File: src/hw/rtl/ccu_pkg.sv
// shared types, constants and arctangent table for the circular cordic unit
package ccu_pkg;

  localparam int ITERATIONS_DEF = 15;
  localparam int FRACTION_BITS  = 8;
  localparam int DATA_W         = 24;
  localparam int ATAN_LEN       = 24;

  typedef logic signed [DATA_W-1:0] word_t;

  localparam word_t GAIN_Q = word_t'(155);
  localparam word_t DEG90  = word_t'(90 * (1 << FRACTION_BITS));
  localparam word_t DEG180 = word_t'(180 * (1 << FRACTION_BITS));
  localparam word_t DEG270 = word_t'(270 * (1 << FRACTION_BITS));
  localparam word_t DEG360 = word_t'(360 * (1 << FRACTION_BITS));

  typedef enum logic [2:0] {
    OP_ATAN  = 3'd0,
    OP_HYPOT = 3'd1,
    OP_COS   = 3'd2,
    OP_SIN   = 3'd3,
    OP_ASIN  = 3'd4,
    OP_ACOS  = 3'd5
  } op_t;

  typedef struct packed {
    op_t   op;
    word_t x;
    word_t y;
    word_t ang;
    word_t tgt;
  } stage_t;

  // arctangent of 2^-idx in degrees times 256
  function automatic word_t atan_entry(input int idx);
    case (idx)
      0:       return word_t'(11520);
      1:       return word_t'(6801);
      2:       return word_t'(3593);
      3:       return word_t'(1824);
      4:       return word_t'(916);
      5:       return word_t'(458);
      6:       return word_t'(229);
      7:       return word_t'(115);
      8:       return word_t'(57);
      9:       return word_t'(29);
      10:      return word_t'(14);
      11:      return word_t'(7);
      12:      return word_t'(4);
      13:      return word_t'(2);
      14:      return word_t'(1);
      default: return '0;
    endcase
  endfunction

endpackage

File: src/hw/rtl/ccu_back.sv
// output stage: quadrant sign, angle clamps and gain scaling
module ccu_back
  import ccu_pkg::*;
(
  input  logic   clk,
  input  logic   rst,
  input  logic   adv,
  input  logic   in_valid,
  input  stage_t in,
  output logic   out_valid,
  output word_t  result
);

  logic [31:0] gain_prod;
  word_t       res_next;

  assign gain_prod = {{(32-DATA_W){in.x[DATA_W-1]}}, in.x} * 32'(GAIN_Q);

  always_comb begin
    case (in.op)
      OP_ATAN:  res_next = in.ang;
      OP_HYPOT: res_next = gain_prod[DATA_W+FRACTION_BITS-1:FRACTION_BITS];
      OP_COS:   res_next = (in.tgt > DEG90 && in.tgt < DEG270) ? -in.x : in.x;
      OP_SIN:   res_next = (in.tgt > DEG90 && in.tgt <= DEG270) ? -in.y : in.y;
      OP_ASIN: begin
        if (in.ang < -DEG90) begin
          res_next = -DEG90;
        end else if (in.ang > DEG90) begin
          res_next = DEG90;
        end else begin
          res_next = in.ang;
        end
      end
      OP_ACOS: begin
        if (in.ang > DEG180) begin
          res_next = DEG180;
        end else if (in.ang < 0) begin
          res_next = '0;
        end else begin
          res_next = in.ang;
        end
      end
      default:  res_next = '0;
    endcase
  end

  always_ff @(posedge clk) begin
    if (rst) begin
      out_valid <= 1'b0;
    end else if (adv) begin
      out_valid <= in_valid;
    end
  end

  always_ff @(posedge clk) begin
    if (adv) begin
      result <= res_next;
    end
  end

endmodule

File: config.mk
export PLATFORM = sky130hd
export DESIGN_NAME = ccu_back
export DESIGN_NICKNAME = d
export VERILOG_FILES = /design/src/hw/rtl/ccu_pkg.sv /design/src/hw/rtl/ccu_back.sv
export SDC_FILE = /design/constraint.sdc
export NUM_CORES = 1
export LEC_CHECK = 0
export BUFFER_PORTS_ARGS = -buffer_cell sky130_fd_sc_hd__buf_2
export CORE_MARGIN = 2
export CORE_UTILIZATION = 47
export DETAILED_ROUTE_END_ITERATION = 12
export PLACE_DENSITY = 0.72
export SETUP_SLACK_MARGIN = 0.1
export SYNTH_ARGS = -nofsm -noshare
export SYNTH_HDL_FRONTEND = slang
export SYNTH_SLANG_ARGS = --single-unit
File: constraint.sdc
create_clock -name clk -period 8 [get_ports clk]
set_input_delay 1.6 -clock clk [delete_from_list [all_inputs] [get_ports clk]]
set_output_delay 1.6 -clock clk [all_outputs]
set_load 0.02 [all_outputs]
==> results.json <==
{
  "clk_pin_slew_ns": 0.07,
  "post_cts_buffers": 0,
  "crit_type": "in -> reg",
  "path_max_fanout": 5,
  "crit_path_start_kind": "primary input",
  "yosysTopAreaCell": "fa_1",
  "pwr-share-clk_pct": 6.7,
  "synth_simple_gate_area_share_pct": 13.9,
  "ys_types": 77,
  "synth_nets": 1093,
  "cts_buffers": 3,
  "vias": 6167,
  "path_common_cell": "inv_1",
  "skew_ns": 0,
  "p_comb_share_pct": 82.3,
  "finalHoldViolations": 0,
  "max_freq_mhz": 167,
  "cp_top_family": "adder cells",
  "tns_ns": 0,
  "swShare_pct": 52.1,
  "max-cap-violations": 0,
  "max_stage_delay_ns": 0.53,
  "p_per_area_nw_per_um2": 218,
  "dr.first_iter.drc_count": 509,
  "cts-hold-fix-buffers": 0,
  "utilization_pct": 53.5,
  "htreeDepth": 1,
  "hp-class": "reg -> reg",
  "fin_crit_ns": 5.98,
  "dr.pass1.iters": 6,
  "core_area_um2": 14500,
  "overflow": 0,
  "synth_area_per_cell_um2": 8.40,
  "yosys-mux-area-fraction_pct": 0.596,
  "io_pins": 128,
  "maxSlewHeadroom_pct": 17.3,
  "path_buf_inv": 6,
  "synthAdderAreaFrac_pct": 36.9,
  "drc": 0,
  "synth_area_um2": 6920,
  "synth-xor-area-share_pct": 7.59,
  "internal_power_mw": 0.810,
  "cp_slowest_cell": "fa_1",
  "drive_gt1_share_pct": 16.6,
  "vias_per_cell": 5.51,
  "synth.top_cell.area_share_pct": 18.5,
  "track_usage_pct": 22.5,
  "leakage_nw": 3.88,
  "wl_per_cell_um": 15.8,
  "stdcell_count": 1119,
  "grt_pass1_vias": 5981,
  "grt_max_degree": 26,
  "required_ns": 8.00,
  "finalSetupViolCount": 0,
  "die_h_um": 125,
  "dp_hpwl_mm": 15.4,
  "port_buffers": 127,
  "power.share.sequential_pct": 10.9,
  "dieArea_um2": 15700,
  "grt_pass1_wl_mm": 29.2,
  "cts_buffer_depth": 2,
  "cts.sinks": 25,
  "initial_core_util_pct": 47.8,
  "timing.final.crit_share_pct": 74.8,
  "num_rows": 44,
  "root_buffer": "clkbuf_16",
  "slew_violations": 0,
  "yosysWarnings": 0,
  "clk-insertion-delay-late_ns": 0.26,
  "switchingPower_mw": 0.880,
  "placedCellCount": 1115,
  "drt_wl_total_mm": 17.7,
  "setup_slack_ns": 2.02,
  "cts_resized": 0,
  "path_cells": "buf_2 > inv_1 > ha_1 > inv_1 > fa_1 > inv_1 > fa_1 > inv_1 > fa_1 > inv_1 > ha_1 > a21oi_1 > o21ai_0 > a31oi_1 > o21ba_2 > a21oi_1 > o211a_1 > o21a_1 > or3_1",
  "die_width_um": 125,
  "synth.area.top_cells": "fa_1 (19%), ha_1 (18%), edfxtp_1 (10%), inv_1 (9.8%), xnor2_1 (5.7%)",
  "worstMarginPinSlew_ns": 1.24,
  "fin_nets": 1205,
  "n_antenna_cell": 0,
  "synth_compound_area_share_pct": 18.5,
  "crit_path_end_kind": "flop",
  "syn2layout_area_growth_pct": 11.9,
  "synthArstFlopShare_pct": 0,
  "place_congestion": 1.00,
  "drtAntennaViolNets": 0,
  "ys.flop_type": "edfxtp_1",
  "irDropWorstVdd_mv": 0.0970,
  "ys_ff_latch": 25,
  "worstPathArrival_ns": 5.98,
  "rsz0062_at_grt": "no",
  "synth_edf_count": 24,
  "grt_antenna_before_repair": 0,
  "cts_tree": "built",
  "place_ws_ns": 1.80,
  "synth_top_family_by_area": "adder cells",
  "ys_seq_area_share_pct": 10.7,
  "syn_inst": 824,
  "status": "completed"
}
[kinds of logic (layout without fill, tap and decap cells)]
family	after synthesis	after routing
flops	25	25
buf+inv	203	314
fa+ha+maj	166	166
mux	4	4
simple gates	178	178
compound gates	188	188
xor+xnor	60	60
[sequential cells by signal, indices dropped and copies added (netlist names)]
| signal | flops |
|---|---|
| out_valid | 1 |
| result | 24 |
[synthesized netlist by cell type, drive strengths merged, types with 8 or more instances]
library cell / number
xor2: 15
nor2: 39
o21ai: 42
edfxtp: 24
xnor2: 45
clkbuf: 14
nor3: 11
a21oi: 42
nand2: 46
inv: 181
o31ai: 8
ha: 102
nand2b: 12
nand3: 9
nand4: 9
fa: 64
o22ai: 10
[through the flow]
step	instance area, um2	total power [mW]	hold slack, ns
final	7750	1.69	0.519
after global routing	7750	1.88	0.552
after CTS	7750	1.68	0.530
after detailed placement	7660	1.56	0.515
after global placement	7660	1.54	0.473
after floorplan	6920	1.23	0.579
[path summary, 6_finish.rpt]
path,start,end,slack (ns),cells past startpoint
worst max-delay path,in[86],result[23],2.02,19
worst min-delay path,out_valid,out_valid,0.52,2
worst min register to register,out_valid,out_valid,0.52,2
worst max register to register,out_valid,out_valid,7.40,2
[cells in the final DEF (no fill, tap or decap), drive strengths merged, types with 12 or more instances in the layout]
cell,instances
nand2,46
xor2,15
xnor2,45
ha,102
buf,129
inv,181
edfxtp,24
a21oi,42
nand2b,12
o21ai,42
nor2,39
fa,64
[layer usage]
| metal | track usage, % | wire [um] |
|---|---|---|
| met1 | 34.1 | 8500 |
| met5 | 0 | 0 |
| met4 | 4.31 | 266 |
| met3 | 2.05 | 1350 |
| met2 | 35.2 | 7550 |
[power by group through the flow]
stage               Combinational [mW]  Sequential, mW  Clock (mW)
floorplan                         1.01           0.221           0
global placement                  1.35           0.187           0
detailed placement                1.37           0.188           0
CTS                               1.38           0.185       0.114
global route                      1.58           0.187       0.119
finish                            1.39           0.185       0.114
[tightest hold or removal path, delay by kind of cell, from the launching register on]
| family | cells | cell delay (ns) |
|---|---|---|
| DFF | 1 | 0.33 |
| and+or+nand+nor | 1 | 0.09 |
| muxes | 1 | 0.07 |
[final cells by class]
cell class | instances | area [um2]
Timing Repair Buffer | 129 | 651
Clock buffer | 3 | 75.1
Inverter | 181 | 679
Sequential cell | 25 | 741
Tap cell | 184 | 230
Clock inverter | 1 | 7.51
Fill cell | 1424 | 6730
Multi-Input combinational cell | 596 | 5360
Note: power is estimated with default switching activity, not from simulation.
