<file path="config.mk">
export PLATFORM = sky130hd
export DESIGN_NAME = ccu_front
export DESIGN_NICKNAME = d
export VERILOG_FILES = /design/src/hw/rtl/ccu_pkg.sv /design/src/hw/rtl/ccu_front.sv
export SDC_FILE = /design/constraint.sdc
export NUM_CORES = 1
export LEC_CHECK = 0
export ABC_AREA = 1
export BUFFER_PORTS_ARGS = -buffer_cell sky130_fd_sc_hd__buf_2
export CAP_MARGIN = 20
export CORE_MARGIN = 2
export CORE_UTILIZATION = 58
export CTS_CLUSTER_SIZE = 28
export DETAILED_ROUTE_END_ITERATION = 8
export PLACE_DENSITY = 0.78
export SETUP_SLACK_MARGIN = 0.15
export SLEW_MARGIN = 30
export SYNTH_ARGS = -nofsm -noshare
export SYNTH_HDL_FRONTEND = slang
export SYNTH_SLANG_ARGS = --single-unit
</file>
<file path="constraint.sdc">
create_clock -name clk -period 6.8 [get_ports clk]
set_clock_uncertainty 0.05 [all_clocks]
set_input_delay 1.02 -clock clk [delete_from_list [all_inputs] [get_ports clk]]
set_output_delay 1.02 -clock clk [all_outputs]
set_load 0.01 [all_outputs]
</file>
<file path="src/hw/rtl/ccu_pkg.sv">
// shared types, constants and arctangent table for the circular cordic unit
package ccu_pkg;

  localparam int ITERATIONS_DEF = 15;
  localparam int FRACTION_BITS  = 8;
  localparam int DATA_W         = 24;
  localparam int ATAN_LEN       = 24;

  typedef logic signed [DATA_W-1:0] word_t;

  localparam word_t GAIN_Q = word_t'(155);
  localparam word_t DEG90  = word_t'(90 * (1 << FRACTION_BITS));
  localparam word_t DEG180 = word_t'(180 * (1 << FRACTION_BITS));
  localparam word_t DEG270 = word_t'(270 * (1 << FRACTION_BITS));
  localparam word_t DEG360 = word_t'(360 * (1 << FRACTION_BITS));

  typedef enum logic [2:0] {
    OP_ATAN  = 3'd0,
    OP_HYPOT = 3'd1,
    OP_COS   = 3'd2,
    OP_SIN   = 3'd3,
    OP_ASIN  = 3'd4,
    OP_ACOS  = 3'd5
  } op_t;

  typedef struct packed {
    op_t   op;
    word_t x;
    word_t y;
    word_t ang;
    word_t tgt;
  } stage_t;

  // arctangent of 2^-idx in degrees times 256
  function automatic word_t atan_entry(input int idx);
    case (idx)
      0:       return word_t'(11520);
      1:       return word_t'(6801);
      2:       return word_t'(3593);
      3:       return word_t'(1824);
      4:       return word_t'(916);
      5:       return word_t'(458);
      6:       return word_t'(229);
      7:       return word_t'(115);
      8:       return word_t'(57);
      9:       return word_t'(29);
      10:      return word_t'(14);
      11:      return word_t'(7);
      12:      return word_t'(4);
      13:      return word_t'(2);
      14:      return word_t'(1);
      default: return '0;
    endcase
  endfunction

endpackage

</file>
<file path="src/hw/rtl/ccu_front.sv">
// input stages: angle fold into one turn and start vector per operation
module ccu_front
  import ccu_pkg::*;
(
  input  logic               clk,
  input  logic               rst,
  input  logic               adv,
  input  logic               in_valid,
  input  logic [2:0]         op,
  input  logic signed [19:0] operand_a,
  input  logic signed [19:0] operand_b,
  output logic               out_valid,
  output stage_t             out
);

  localparam logic [21:0] FOLD_BIAS   = 22'(6 * 360 * (1 << FRACTION_BITS));
  localparam logic [11:0] RECIP       = 12'd2913;
  localparam int          RECIP_SHIFT = 20;
  localparam logic [12:0] TURN_DEG    = 13'd360;

  logic               v0;
  logic [2:0]         op0;
  logic signed [19:0] a0;
  logic signed [19:0] b0;
  logic [3:0]         q0;

  logic [20:0] fold_in;
  logic [24:0] quot_prod;
  logic [20:0] fold1;
  logic [12:0] rem_raw;
  logic [12:0] rem;
  logic [16:0] turn;
  word_t       ae;
  word_t       be;
  stage_t      s1;

  // quotient of the biased angle in whole turns
  assign fold_in   = 21'({{2{operand_a[19]}}, operand_a} + FOLD_BIAS);
  assign quot_prod = {12'd0, fold_in[20:8]} * {13'd0, RECIP};

  always_ff @(posedge clk) begin
    if (rst) begin
      v0 <= 1'b0;
    end else if (adv) begin
      v0 <= in_valid;
    end
  end

  always_ff @(posedge clk) begin
    if (adv) begin
      op0 <= op;
      a0  <= operand_a;
      b0  <= operand_b;
      q0  <= quot_prod[RECIP_SHIFT+3:RECIP_SHIFT];
    end
  end

  assign fold1   = 21'({{2{a0[19]}}, a0} + FOLD_BIAS);
  assign rem_raw = fold1[20:8] - 13'(q0 * TURN_DEG);
  assign rem     = (rem_raw >= TURN_DEG) ? rem_raw - TURN_DEG : rem_raw;
  assign turn    = {rem[8:0], fold1[7:0]};
  assign ae      = {{4{a0[19]}}, a0};
  assign be      = {{4{b0[19]}}, b0};

  always_comb begin
    s1     = '0;
    s1.op  = op_t'(op0);
    unique case (op_t'(op0))
      OP_ATAN: begin
        s1.x = be[DATA_W-1] ? -be : be;
        s1.y = be[DATA_W-1] ? -ae : ae;
      end
      OP_HYPOT: begin
        s1.x = be[DATA_W-1] ? -be : be;
        s1.y = ae[DATA_W-1] ? -ae : ae;
      end
      OP_COS, OP_SIN: begin
        s1.x   = GAIN_Q;
        s1.tgt = {{(DATA_W-17){1'b0}}, turn};
        if (s1.tgt > DEG270) begin
          s1.ang = DEG360;
        end else if (s1.tgt > DEG90) begin
          s1.ang = DEG180;
        end
      end
      OP_ASIN: begin
        s1.x   = GAIN_Q;
        s1.tgt = ae;
      end
      OP_ACOS: begin
        s1.y   = GAIN_Q;
        s1.ang = DEG90;
        s1.tgt = ae;
      end
      default: begin
        s1.x = '0;
      end
    endcase
  end

  always_ff @(posedge clk) begin
    if (rst) begin
      out_valid <= 1'b0;
    end else if (adv) begin
      out_valid <= v0;
    end
  end

  always_ff @(posedge clk) begin
    if (adv) begin
      out <= s1;
    end
  end

endmodule

</file>
==> impl_results.md <==
- Cell Rows: 45
- Post-layout util: 68.3%
- Final period utilization: 84.3%
- DIE HEIGHT: 129 um
- Crit start category: primary input
- Synth Area in Compound Gates: 9.67%
- Final Hold Viols: 0
- Antenna cells: 0
- XOR/XNOR share of the synthesized area: 4.24%
- CORE AREA: 15300 um^2
- Max VDD drop: 0.433 mV
- Initial antenna violation count: 0
- CP peak stage delay: 0.56 ns
- Share of layout cells above drive strength 1: 18.5%
- Seq/Total Area, Yosys: 41.6%
- Final WL: 20.1 mm
- Hold path start: v0$_SDFFE_PP0P_
- Wire length per cell: 15.6 um
- Mapped Area: 9060 um^2
- Maximum number of pins on one net before global-route repair: 85
- Async set-reset flop share out of synthesis: 0%
- Cells after synthesis: 933
- RSZ-0062 raised after global routing: false
- WS Path Type: in2reg
- Hold buffer count at cts: 0
- Crit-path leading delay family: adder cells
- Critical Path AT: 5.85 ns
- Count of different cell masters after synthesis: 46
- Crit-path most repeated cell: ha_1
- Initial DRC Count: 500
- Yosys warns: 0
- LEAKAGE: 0.00498 uW
- Postcts setup bufs: 0
- Commonest non-fill, non-tap cell in the layout: nand2_1
- CTS clock-pin slew for the worst setup and hold paths: 0.06 ns
- Net Sw Frac: 47.8%
- Largest family of logic cells by synthesized area: adder cells
- Worst-Margin Slew: 0.832 ns
- Tmin final: 5.73 ns
- Critical path's slowest cell: nor3_1
- Tot GR Track Use: 25.2%
- Worst Hold End: out_valid$_SDFFE_PP0P_
- Count of pins over their slew limit: 0
- Detailed Place HPWL: 15.0 mm
- Via Count: 7011
- Remaining Overflow, GRT: 0
- Worst-Skew Late Latency: 0.42 ns
- Final Setup Violations: 0
- Reg2Reg Setup Slack: 2.39 ns
- Simple-gate portion of the synthesized area: 14.2%
- Seq cells post-synth: 126
- Adder-cell area share of the yosys netlist: 22.3%
- Comb power frac: 64.8%
- Crit end category: register
- Worst path cell trace: buf_2, inv_1, ha_1, a21oi_1, nand3_1, nor3_1, ha_1, inv_1, fa_1, inv_1, fa_1, fa_1, ha_1, ha_1, nand2_1, nor2_1, nand2_1, o21ai_0, a21o_1, nand3_1, nand2_1, xor2_1
- CTS tree: built
- Clock power frac: 15.9%
- Crit-path max FO: 5
- Drt first pass iters: 5
- Initial Util: 59.4%
- Most frequent cells in the layout: 140 x nand2_1, 129 x buf_2, 124 x edfxtp_1
- NumNets Final: 1249
- Status: completed
- Number of I/O pins: 147
- # resized after CTS: 0
- P_sw: 2700 uW
- Int Pwr: 2950 uW
- Crit Reg-Reg Endpoint: out[36]$_DFFE_PP_
- Max cap viols: 0
- Worst endpoint required time: 6.92 ns
- Vias per Instance: 5.45
- H-tree levels: 4
- Setup TNS: 0 ns
- Seq pwr share: 19.3%
- Gp weighted congestion: 0.894
- Worst slew margin: 44.3%
- First-pass GRT wire length: 32.3 mm
- R2r worst-path depth: 26
- Syn_area_per_cell: 9.71 um^2
- Post-synth EDFFs: 124
- Antenna-violating nets left: 0
- Port-buffer cells: 130
- F_max: 0.174 GHz
- Buf/Inv on CP: 4
- Worst r2r src: q0[2]$_DFFE_PP_
- Hold Path Depth: 2
- Die X: 129 um
- Post-route DRC: 0
- Area Overhead vs Synth: 15.0%
- Pwr dens: 542 nW/um^2
- Die ar.: 16600 um^2
- Mux contribution to synthesized area: 0%
- Vias in the first global route: 6716
- Worst Hold Class: reg2reg
- Clock Path Buffers: 2
- Clk root buf: clkbuf_16
- CTS Buf Count: 17
- Synth Flop Type: edfxtp_1
- FILL cells: 1165
- Clock sink total: 126
## worst max-delay path by stage
| stage | start | cells past startpoint | slack, ns | end |
|---|---|---|---|---|
| 6_report | operand_a[12] | 22 | 1.07 | q0[3]$_DFFE_PP_ |
| 5_1_grt | operand_a[12] | 22 | 0.59 | q0[3]$_DFFE_PP_ |
| 4_1_cts | operand_a[12] | 22 | 1.09 | q0[3]$_DFFE_PP_ |
| 3_5_place_dp | operand_a[12] | 22 | 0.65 | q0[3]$_DFFE_PP_ |
| 3_3_place_gp | operand_a[12] | 22 | 0.89 | q0[3]$_DFFE_PP_ |
| 2_1_floorplan | operand_a[12] | 20 | 1.26 | q0[2]$_DFFE_PP_ |
## per-stage QoR
stage / total power, uW / hold slack (ns) / cells / setup WS [ns] / area [um^2]
finish: 5650 / 0.413 / 1287 / 1.07 / 10400
global placement: 4550 / 0.393 / 1255 / 0.892 / 9830
global route: 6250 / 0.428 / 1287 / 0.585 / 10400
CTS: 5650 / 0.414 / 1287 / 1.09 / 10400
detailed placement: 4680 / 0.405 / 1255 / 0.646 / 9830
floorplan: 3980 / 0.374 / 952 / 1.26 / 9130
## per-layer routing
metal / GRT usage [%] / wire [um]
met1: 30.0 / 8020
met2: 44.6 / 10100
met3: 5.16 / 1430
met4: 10.2 / 573
met5: 0 / 0
## synthesized netlist by cell type, types with 5 or more instances
cell / count / area (um^2)
nor2_1: 67 / 251
inv_2: 5 / 18.8
o21ai_0: 85 / 425
nand2_1: 140 / 526
fa_1: 37 / 741
inv_1: 120 / 450
a21oi_1: 55 / 275
nand2_2: 11 / 68.8
nand3_1: 32 / 160
nand4_1: 7 / 43.8
xnor2_1: 7 / 61.3
nor3_1: 14 / 70.1
edfxtp_1: 124 / 3720
buf_4: 22 / 165
ha_1: 102 / 1280
xor2_1: 35 / 307
clkbuf_1: 15 / 56.3
## registers in the layout, indices dropped and copies added (netlist names)
name / cells
op0: 3
a0: 20
out_valid: 1
b0: 20
v0: 1
out: 77
q0: 4
## cell type report
cell class / count / area (um^2) / area share, %
tap: 211 / 264 / 2.53
clock buffer: 18 / 429 / 4.12
timing repair buffer: 134 / 687 / 6.59
clock inverter: 14 / 156 / 1.50
multi-input combinational: 657 / 4640 / 44.5
inverter: 127 / 478 / 4.59
sequential: 126 / 3760 / 36.1
## power by group through the flow
| stage | Combinational, uW | Clock [uW] | Sequential (uW) |
|---|---|---|---|
| 2_1_floorplan | 2860 | 0 | 1120 |
| 6_report | 3660 | 898 | 1090 |
| 4_1_cts | 3650 | 904 | 1090 |
| 5_1_grt | 4210 | 935 | 1100 |
| 3_3_place_gp | 3450 | 0 | 1100 |
| 3_5_place_dp | 3570 | 0 | 1110 |
## cells by family after synthesis
group / Yosys count
other cells: 1
buf+inv: 169
fa+ha+maj: 139
flops: 126
simple gates: 291
xor+xnor: 43
compound gates: 164
## worst reg2reg max path: cells and delay by family (launching register included)
family | cells | cell delay [ns]
compound gates | 3 | 0.51
xor+xnor | 1 | 0.21
fa+ha+maj | 4 | 1.47
buf+inv | 1 | 0.04
flops | 1 | 0.44
simple gates | 17 | 1.44
Note: power is estimated with default switching activity, not from simulation.
