<file path="config.mk">
export PLATFORM = sky130hd
export DESIGN_NAME = ccu_cell
export DESIGN_NICKNAME = d
export VERILOG_FILES = /design/src/hw/rtl/ccu_pkg.sv /design/src/hw/rtl/ccu_cell.sv
export SDC_FILE = /design/constraint.sdc
export NUM_CORES = 1
export LEC_CHECK = 0
export BUFFER_PORTS_ARGS = -buffer_cell sky130_fd_sc_hd__clkbuf_2
export CORE_ASPECT_RATIO = 0.5
export CORE_MARGIN = 8
export CORE_UTILIZATION = 50
export DETAILED_ROUTE_END_ITERATION = 8
export PLACE_DENSITY = 0.74
export SYNTH_ARGS = -nofsm -noshare
export SYNTH_HDL_FRONTEND = slang
export SYNTH_SLANG_ARGS = --single-unit
</file>
<file path="constraint.sdc">
create_clock -name clk -period 8.1 [get_ports clk]
set_clock_uncertainty 0.1 [all_clocks]
set_input_delay 0 -clock clk [delete_from_list [all_inputs] [get_ports clk]]
set_output_delay 0 -clock clk [all_outputs]
set_load 0.02 [all_outputs]
</file>
<file path="src/hw/rtl/ccu_pkg.sv">
// shared types, constants and arctangent table for the circular cordic unit
package ccu_pkg;

  localparam int ITERATIONS_DEF = 15;
  localparam int FRACTION_BITS  = 8;
  localparam int DATA_W         = 24;
  localparam int ATAN_LEN       = 24;

  typedef logic signed [DATA_W-1:0] word_t;

  localparam word_t GAIN_Q = word_t'(155);
  localparam word_t DEG90  = word_t'(90 * (1 << FRACTION_BITS));
  localparam word_t DEG180 = word_t'(180 * (1 << FRACTION_BITS));
  localparam word_t DEG270 = word_t'(270 * (1 << FRACTION_BITS));
  localparam word_t DEG360 = word_t'(360 * (1 << FRACTION_BITS));

  typedef enum logic [2:0] {
    OP_ATAN  = 3'd0,
    OP_HYPOT = 3'd1,
    OP_COS   = 3'd2,
    OP_SIN   = 3'd3,
    OP_ASIN  = 3'd4,
    OP_ACOS  = 3'd5
  } op_t;

  typedef struct packed {
    op_t   op;
    word_t x;
    word_t y;
    word_t ang;
    word_t tgt;
  } stage_t;

  // arctangent of 2^-idx in degrees times 256
  function automatic word_t atan_entry(input int idx);
    case (idx)
      0:       return word_t'(11520);
      1:       return word_t'(6801);
      2:       return word_t'(3593);
      3:       return word_t'(1824);
      4:       return word_t'(916);
      5:       return word_t'(458);
      6:       return word_t'(229);
      7:       return word_t'(115);
      8:       return word_t'(57);
      9:       return word_t'(29);
      10:      return word_t'(14);
      11:      return word_t'(7);
      12:      return word_t'(4);
      13:      return word_t'(2);
      14:      return word_t'(1);
      default: return '0;
    endcase
  endfunction

endpackage

</file>
<file path="src/hw/rtl/ccu_cell.sv">
// one shift-add micro-rotation stage of the cordic chain
module ccu_cell
  import ccu_pkg::*;
#(
  parameter int SHIFT = 0
) (
  input  logic   clk,
  input  logic   rst,
  input  logic   adv,
  input  logic   in_valid,
  input  stage_t in,
  output logic   out_valid,
  output stage_t out
);

  localparam word_t STEP_ANGLE = atan_entry(SHIFT);

  logic   ccw;
  word_t  xs;
  word_t  ys;
  stage_t nxt;

  assign xs = in.x >>> SHIFT;
  assign ys = in.y >>> SHIFT;

  always_comb begin
    case (in.op)
      OP_ATAN, OP_HYPOT: ccw = !(in.y > 0);
      OP_COS, OP_SIN:    ccw = in.tgt > in.ang;
      OP_ASIN:           ccw = in.y < in.tgt;
      OP_ACOS:           ccw = in.x > in.tgt;
      default:           ccw = 1'b0;
    endcase
  end

  always_comb begin
    nxt     = in;
    nxt.x   = ccw ? in.x - ys : in.x + ys;
    nxt.y   = ccw ? in.y + xs : in.y - xs;
    nxt.ang = ccw ? in.ang + STEP_ANGLE : in.ang - STEP_ANGLE;
  end

  always_ff @(posedge clk) begin
    if (rst) begin
      out_valid <= 1'b0;
    end else if (adv) begin
      out_valid <= in_valid;
    end
  end

  always_ff @(posedge clk) begin
    if (adv) begin
      out <= nxt;
    end
  end

endmodule

</file>
==> results of run 1 <==
==> power by group <==
part	internal, uW	switching [uW]	leakage [uW]
sequential	680	23.6	0.000967
clock	239	199	0.000136
combinational	311	510	0.00429
total	1230	732	0.00539
==> sequential cells by signal (all words and copies together) (netlist names) <==
signal and cells:
out_valid 1, out 98
==> metrics by stage <==
step	area, um2	setup WS (ns)	power [uW]	hold slack, ns	std cells
final	11100	2.91	1960	0.0237	1443
after global routing	11100	2.65	2060	0.0429	1443
after CTS	11100	2.96	1970	0.0273	1443
after detailed placement	10400	3.14	1510	0.0617	1387
after global placement	10400	3.26	1490	0.0571	1387
after floorplan	9190	3.93	1260	-0.0276	969
==> cells in the final DEF, fill, tap and decap left out, types with 3 or more instances in the layout <==
| cell type | n |
|---|---|
| a221o_1 | 4 |
| and3_1 | 3 |
| o31ai_1 | 4 |
| nor2b_1 | 12 |
| fa_1 | 4 |
| and2_1 | 3 |
| or2_2 | 4 |
| o41ai_1 | 5 |
| o211ai_1 | 9 |
| mux2i_1 | 44 |
| nand3b_1 | 3 |
| nand2_1 | 41 |
| nor4_1 | 10 |
| xor2_1 | 7 |
| nand4_1 | 18 |
| xnor2_1 | 56 |
| inv_1 | 127 |
| nor2_1 | 61 |
| o21a_1 | 6 |
| buf_4 | 3 |
| a21boi_0 | 4 |
| o21bai_1 | 21 |
| clkbuf_2 | 201 |
| a21oi_1 | 91 |
| ha_1 | 154 |
| nor3_1 | 16 |
| o31a_1 | 3 |
| dlygate4sd3_1 | 41 |
| nand2b_1 | 9 |
| a211oi_1 | 7 |
| nand3_1 | 15 |
| clkbuf_16 | 9 |
| a21o_1 | 24 |
| a31oi_1 | 10 |
| o21ai_0 | 40 |
| edfxtp_1 | 98 |
| or3_1 | 3 |
==> layer usage <==
layer	vias up	track usage [%]	routed length, um
met4	0	5.41	502
met1	3905	33.9	13900
li1	3921	-	-
met5	-	0	0
met3	45	5.08	1970
met2	298	38.5	12700
==> critical path: stages <==
cell           delay [ns]
dlygate4sd3_1        0.53
clkbuf_2             0.14
inv_1                0.11
ha_1                 0.34
nand4_1              0.13
nor4_1               0.40
a221oi_1             0.14
a21oi_1              0.28
o21ai_1              0.13
o211a_4              0.15
buf_4                0.37
fa_1                 0.54
a21o_1               0.20
a21oi_1              0.22
o21bai_1             0.12
a211oi_1             0.40
o31ai_1              0.14
o41ai_1              0.44
o21bai_1             0.10
a21oi_1              0.19
xnor2_1              0.09
==> cell families after synthesis <==
kind of cell / synth area share (%)
mux: 5.04
flops: 32.2
xor+xnor: 6.00
simple gates: 10.9
compound gates: 17.0
fa+ha+maj: 21.8
buf+inv: 7.01
==> worst min path at each step <==
stage | endpoint | from | slack [ns] | cells past startpoint
2_1_floorplan | out_valid | rst | -0.03 | 1
3_3_place_gp | out_valid | rst | 0.06 | 2
3_5_place_dp | out_valid | rst | 0.06 | 2
4_1_cts | out[50] | adv | 0.03 | 1
5_1_grt | out[50] | adv | 0.04 | 1
6_report | out[50] | adv | 0.02 | 1
==> final cells by class <==
type	count	share of cell area, %
multi-input cells	716	50.5
clock buffers	9	2.04
clock inverters	6	0.599
repair buffers	245	13.0
flip-flops and latches	99	26.8
well taps	240	2.71
inverters	128	4.34
==> metrics.cfg, run 1 <==
[setup_path]
critPathMaxFanout=58
worstRegToRegCells=3
r2r_end=out_valid
crit_type=input port to flip-flop
endpoint=out[46]
start_kind=input port
cp.required_ns=8.10
startpoint=in[11]
crit_arrival_ns=5.19
regToRegStartpoint=out_valid
cp-end-kind=flip-flop
r2r_slack_ns=6.85

[global_route]
overflow=0
track_usage_pct=24.4
grt_pass1_vias=8197
grt_max_degree=65
grt_pass1_wl_um=45300
antenna_found_initial=0

[place]
io_buffers=202
dp_hpwl_um=23400
place.gp.congestion=0.943

[cts]
cts_tree=yes
hold_buffers=41
htree_levels=3
clk_pin_slew_worst_paths_ns=0.07
clock_sinks=99
clk_latency_ns=0.35
cts_setup_buffers=0
clockBufferDepth=2
cts_inserted_buffers=9
cts_resized=0
cts_root_buffer=clkbuf_16

[floorplanning]
coreArea_um2=18200
die_h_um=112
start_util_pct=50.5
dieArea_um2=23200
ioPinCount=203
rows=35
die_x_um=208

[yosys]
ys_seq_elements=99
yosysMostFrequentCell=ha_1
syn-mean-instance-area_um2=9.49
yosysTopAreaCell=edfxtp_1
synth_cells=969
synth_flop_cell=edfxtp_1
synth_area_um2=9190
synth_edf_count=98
yosysTopAreaCellShare_pct=32.0
synthTopCellsByCount=ha_1, inv_1, edfxtp_1, a21oi_1, nor2_1
synth_fp_nets=1230
postSynth.asyncResetShare_pct=0
seq_area_frac_synth_pct=32.2
ys_top_cells_by_area=edfxtp_1, ha_1, xnor2_1
ys_warn_count=0
synth.distinct_cells=58

[sta]
slew_viol_final=0
tightest_slew_ns=1.17
fin_crit_ns=5.19
fin_setup_tns_ns=0
setup_viol=0
rsz0062_at_grt=false
hold_viol_final=0
slew_headroom_pct=20.7
max_freq_mhz=193
fin_crit_sh_pct=64.1

[finish]
area_growth_pct=20.4
nFillCells=1539
finish.net_count=1460
final_layout_size_suffix_gt1_share_pct=19.3
regArea_um2=2960
multi_input_area_um2=5590
n_antenna_cell=0
final_util_pct=60.7

[job]
max_cap_violations=0

[detailed_routing]
detail_route.iter0.violations=705
wl_per_cell_um=20.1
num_vias=8169
vias_per_cell=5.66
drcViolationCount=0
wirelength_um=29100
firstDrtPassIters=5
antenna_left=0

[power]
p_leak_uw=0.00539
ir_drop_mv=0.0936
power_density_nw_per_um2=177

[min_path]
hold_class=input port to flip-flop

[outcome]
status=complete, no violations

Note: power is estimated with default switching activity, not from simulation.
==> inputs of run 2 (changes only) <==
clock period = 4.95 ns   (was 8.1 ns; I/O delays follow)
==> run 2 against run 1 <==
Flip-flop and latch count unchanged. Critical path type unchanged. Worst setup slack lost 2.7 ns. Cell area is 0.33% higher. Worst hold slack improved by 0.0057 ns. Highest routed layer unchanged. Core utilization increased by 0.20 points. Combinational power increased by 66%. Non-clock buffer count grew 3. Critical path depth up 1. Critical endpoint unchanged.
==> metrics.cfg, run 2 (synthesis results as in run 1) <==
[setup_path]
crit_arrival_ns=4.80  ; was 5.19 ns
start_kind=input port  ; unchanged
critPathMaxFanout=5  ; was 58
cp.required_ns=4.96  ; was 8.10 ns
cp-end-kind=flip-flop  ; unchanged
crit_type=input port to flip-flop  ; unchanged

[cts]
cts_tree=yes  ; unchanged
htree_levels=3  ; unchanged
clk_pin_slew_worst_paths_ns=0.07  ; about the same
clk_latency_ns=0.35  ; about the same
clock_sinks=99  ; unchanged
clockBufferDepth=2  ; unchanged
cts_root_buffer=clkbuf_16  ; unchanged
cts_inserted_buffers=9  ; unchanged

[global_route]
grt_pass1_wl_um=45800  ; was 45300 um
grt_max_degree=51  ; was 65
overflow=0  ; unchanged
antenna_found_initial=0  ; unchanged
grt_pass1_vias=8182  ; was 8197
track_usage_pct=24.8  ; was 24.4%

[sta]
slew_viol_final=0  ; unchanged
max_freq_mhz=209
hold_viol_final=0  ; unchanged
fin_setup_tns_ns=0  ; unchanged
setup_viol=0  ; unchanged
tightest_slew_ns=1.19  ; was 1.17 ns
fin_ws_ns=0.160  ; was 2.91 ns
slew_headroom_pct=19.5  ; was 20.7%
fin_crit_ns=4.79
fin_crit_sh_pct=96.8
rsz0062_at_grt=false  ; unchanged

[finish]
largest_register_ffs=98  ; unchanged
regArea_um2=2960  ; unchanged
finalInstanceArea_um2=11100  ; about the same
multi_input_area_um2=5610  ; was 5590 um2
area_growth_pct=20.8  ; was 20.4%
final_common_cell=clkbuf_2  ; unchanged
top_regs=out (98), out_valid (1)  ; unchanged
nFillCells=1532  ; was 1539
final_util_pct=60.9  ; was 60.7%
largest_register=out  ; unchanged
n_antenna_cell=0  ; unchanged
final_layout_size_suffix_gt1_share_pct=19.7  ; was 19.3%
final_cells=1447  ; was 1443
finish.net_count=1463  ; was 1460
layout_common_cells=clkbuf_2, ha_1, inv_1  ; unchanged

[detailed_routing]
top_layer_used=met4  ; unchanged
vias_per_cell=5.73  ; was 5.66
detail_route.iter0.violations=813  ; was 705
firstDrtPassIters=6  ; was 5
wl_met2_um=12800  ; was 12700 um
wl_met1_um=13200  ; was 13900 um
num_vias=8292  ; was 8169
drcViolationCount=0  ; unchanged
dr_wl_met3_um=2770  ; was 1970 um
wirelength_um=29400  ; was 29100 um
antenna_left=0  ; unchanged
wl_per_cell_um=20.3  ; was 20.1 um

[place]
dp_cells=1391  ; was 1387
place.gp.congestion=1.01  ; was 0.943
dp_hpwl_um=23900  ; was 23400 um
postPlaceCellArea_um2=10400  ; about the same
io_buffers=202  ; unchanged
post-place-ws_ns=0.277  ; was 3.14 ns

[job]
max_cap_violations=0  ; unchanged

[floorplanning]
rows=35  ; unchanged
start_util_pct=50.5  ; unchanged
die_h_um=112  ; unchanged
dieArea_um2=23200  ; unchanged
die_x_um=208  ; unchanged
ioPinCount=203  ; unchanged
coreArea_um2=18200  ; unchanged

[power]
ir_drop_mv=0.183  ; was 0.0936 mV
power_density_nw_per_um2=290  ; was 177 nW/um2
p_leak_uw=0.00541  ; was 0.00539 uW

[outcome]
status=complete, no violations  ; unchanged

[min_path]
hold_class=input port to flip-flop  ; unchanged

-- run 2: power by group --
part | total (uW) | internal, uW | switching (uW)
Clock | 711 | 392 | 318
Combinational | 1360 | 514 | 843
Sequential | 1150 | 1110 | 38.3
-- run 2: repair_timing --
item	4_1_cts	5_1_grt
endpoints found under the setup margin	0	2
hold buffers	40	0
setup buffers	0	0
hold endpoints to repair	39	0
resized for setup	0	3
-- run 2: final cells by class --
type                            instances  share of cell area (%)
Clock inverter                          6                   0.597
Multi-Input combinational cell        716                    50.5
Tap cell                              240                    2.70
Inverter                              128                    4.33
Timing Repair Buffer                  248                    13.1
Sequential cell                        99                    26.7
Clock buffer                           10                    2.06
-- run 2: stage by stage --
| stage | power [uW] | hold WS [ns] |
|---|---|---|
| detailed placement | 2480 | 0.0612 |
| global route | 3390 | 0.0331 |
| CTS | 3220 | 0.0189 |
| finish | 3220 | 0.0294 |
| floorplan | 2060 | -0.0276 |
| global placement | 2460 | 0.0571 |
-- run 2: worst max-delay path: stages --
cell and delay [ns]:
dlygate4sd3_1 0.55, clkbuf_2 0.14, inv_1 0.10, ha_1 0.36, and4_4 0.21, a21o_1 0.18
o21ai_1 0.13, o211ai_1 0.13, or3_1 0.35, a31oi_1 0.26, o211a_4 0.23, inv_1 0.11
ha_1 0.34, a21o_1 0.18, a21oi_1 0.23, o21bai_1 0.11, a211oi_1 0.34, o31ai_1 0.15
o41ai_2 0.31, o21bai_1 0.11, a21oi_1 0.18, xnor2_1 0.09
-- run 2: worst paths after layout --
kind                                 from         to  slack [ns]  cells past startpoint
worst min-delay path               in[47]    out[47]        0.03                      3
worst min register to register  out_valid  out_valid        0.93                      3
worst max-delay path               in[14]    out[46]        0.16                     22
worst max register to register  out_valid  out_valid        3.72                      3
-- run 2: per-layer routing --
metal  GRT usage, %  vias to the layer above
li1               -                     3950
met1           33.5                     3897
met2           38.0                      396
met3           7.23                       49
met4           7.24                        0
met5              0                        -
==> inputs of run 3 (changes only) <==
CORE_ASPECT_RATIO = 0.6   (was 0.5)
CORE_UTILIZATION = 56   (was 50)
PLACE_DENSITY = 0.82   (was 0.74)
==> run 3 against run 2 <==
Sequential power is essentially flat. Sequential share of layout area hardly changed. Cell count decreased by 2.1%. Flip-flop and latch count is the same. Global-route usage increased by 1.7 points. Via count about the same. Non-clock buffer count is 1 lower. Fmax up 2.4%. First-iteration DRC count rose by 5.8%. Critical path type unchanged. Critical endpoint unchanged. Largest power group unchanged. Highest routed layer is now met5.
==> metrics.cfg, run 3 (synthesis results as in run 1) <==
[place]
dp_hpwl_um=22200  ; was 23900 um
place.gp.congestion=0.996  ; was 1.01
io_buffers=202  ; unchanged
dp_cells=1358  ; was 1391
postPlaceCellArea_um2=10300  ; was 10400 um2

[setup_path]
crit_arrival_ns=4.70  ; was 4.80 ns
cp-end-kind=flip-flop  ; unchanged
crit_type=input port to flip-flop  ; unchanged
critPathMaxFanout=13  ; was 5
startpoint=in[23]  ; was in[14]
start_kind=input port  ; unchanged
cp.required_ns=4.97  ; was 4.96 ns
regToRegStartpoint=out_valid  ; unchanged

[floorplanning]
dieArea_um2=20900  ; was 23200 um2
coreArea_um2=16100  ; was 18200 um2
die_x_um=181  ; was 208 um
die_h_um=115  ; was 112 um
start_util_pct=57.0  ; was 50.5%
rows=36  ; was 35
ioPinCount=203  ; unchanged

[detailed_routing]
detail_route.iter0.violations=860  ; was 813
antenna_left=0  ; unchanged
num_vias=8297  ; was 8292
wl_per_cell_um=19.5  ; was 20.3 um
wl_met1_um=12600  ; was 13200 um
firstDrtPassIters=5  ; was 6
dr_wl_met3_um=2870  ; was 2770 um
wirelength_um=27600  ; was 29400 um
vias_per_cell=5.86  ; was 5.73
wl_met2_um=11700  ; was 12800 um
top_layer_used=met5  ; was met4
drcViolationCount=0  ; unchanged

[sta]
fin_crit_ns=4.68  ; was 4.79 ns
fin_setup_tns_ns=0  ; unchanged
max_freq_mhz=214  ; was 209 MHz
hold_viol_final=0  ; unchanged
slew_viol_final=0  ; unchanged
slew_headroom_pct=24.5  ; was 19.5%
tightest_slew_ns=1.12  ; was 1.19 ns
setup_viol=0  ; unchanged
fin_crit_sh_pct=94.5  ; was 96.8%

[min_path]
hold_class=input port to flip-flop  ; unchanged
hp-start=in[36]  ; was in[47]

[global_route]
grt_max_degree=57  ; was 51
grt_pass1_vias=8270  ; was 8182
antenna_found_initial=2  ; was 0
overflow=0  ; unchanged
track_usage_pct=26.5  ; was 24.8%
grt_pass1_wl_um=44100  ; was 45800 um

[cts]
clk_latency_ns=0.35  ; about the same
clk_pin_slew_worst_paths_ns=0.08  ; was 0.07 ns
cts_inserted_buffers=9  ; unchanged
cts_setup_buffers=0  ; unchanged
cts_root_buffer=clkbuf_16  ; unchanged
clockBufferDepth=2  ; unchanged
cts_tree=yes  ; unchanged
clock_sinks=99  ; unchanged
htree_levels=3  ; unchanged

[power]
power.total_uw=3230  ; was 3220 uW
power_density_nw_per_um2=291  ; was 290 nW/um2
p_leak_uw=0.00541  ; about the same
ir_drop_mv=0.221  ; was 0.183 mV

[outcome]
status=complete, no violations  ; unchanged

[finish]
largest_register=out  ; unchanged
top_regs=out (98), out_valid (1)  ; unchanged
final_util_pct=68.7  ; was 60.9%
finalInstanceArea_um2=11100  ; about the same
area_growth_pct=20.6  ; was 20.8%
final_cells=1416  ; was 1447
final_layout_size_suffix_gt1_share_pct=19.8  ; was 19.7%
layout_common_cells=clkbuf_2, ha_1, inv_1  ; unchanged
final_common_cell=clkbuf_2  ; unchanged
largest_register_ffs=98  ; unchanged
finish.net_count=1462  ; was 1463

[job]
max_cap_violations=0  ; unchanged

## run 3: stage by stage
stage | setup WS (ns) | hold slack (ns)
after floorplan | 0.779 | -0.0276
after global placement | 0.469 | 0.0625
after detailed placement | 0.236 | 0.0738
after CTS | 0.0804 | 0.0182
after global routing | -0.0203 | 0.0334
final | 0.270 | 0.0439
## run 3: final timing paths
path | end | slack [ns] | depth (start not counted)
worst max-delay path | out[46] | 0.27 | 22
worst min register to register | out_valid | 0.93 | 3
worst min-delay path | out[36] | 0.04 | 3
worst max register to register | out_valid | 3.72 | 3
## run 3: cell type report
type | instances | area [um2]
multi-input cells | 716 | 5620
fillers | 1294 | 5040
flip-flops and latches | 99 | 2960
repair buffers | 247 | 1460
inverters | 128 | 480
well taps | 209 | 262
clock buffers | 10 | 229
clock inverters | 6 | 73.8
diodes | 1 | 2.50
## run 3: repair_timing
action | CTS | global route
hold endpoints to repair | 40 | 0
gates resized for setup | 0 | 5
hold buffers | 41 | 0
endpoints found under the setup margin | 0 | 4
## run 3: power breakdown
group	total, uW	switching (uW)	internal, uW
combinational	1350	831	514
clock	730	331	400
sequential	1150	39.3	1110
## run 3: worst max-delay path: stages
cell and delay [ns]:
dlygate4sd3_1 0.53, clkbuf_2 0.15, inv_1 0.08, ha_1 0.36, nand4_1 0.18, nor3_2 0.27, nand4_1 0.17, a31oi_1 0.31
or3_1 0.16, a31oi_1 0.09, o211a_4 0.16, buf_4 0.19, fa_1 0.41, a21o_1 0.19, a21oi_1 0.23, o21bai_1 0.14
a211oi_2 0.30, o31ai_1 0.14, o41ai_2 0.29, o21bai_1 0.10, a21oi_1 0.18, xnor2_1 0.07
## run 3: routing by layer
layer	global-route usage, %	vias up
li1	-	3948
met2	40.8	406
met1	36.0	3913
met3	8.55	28
met4	5.60	2
met5	0	-
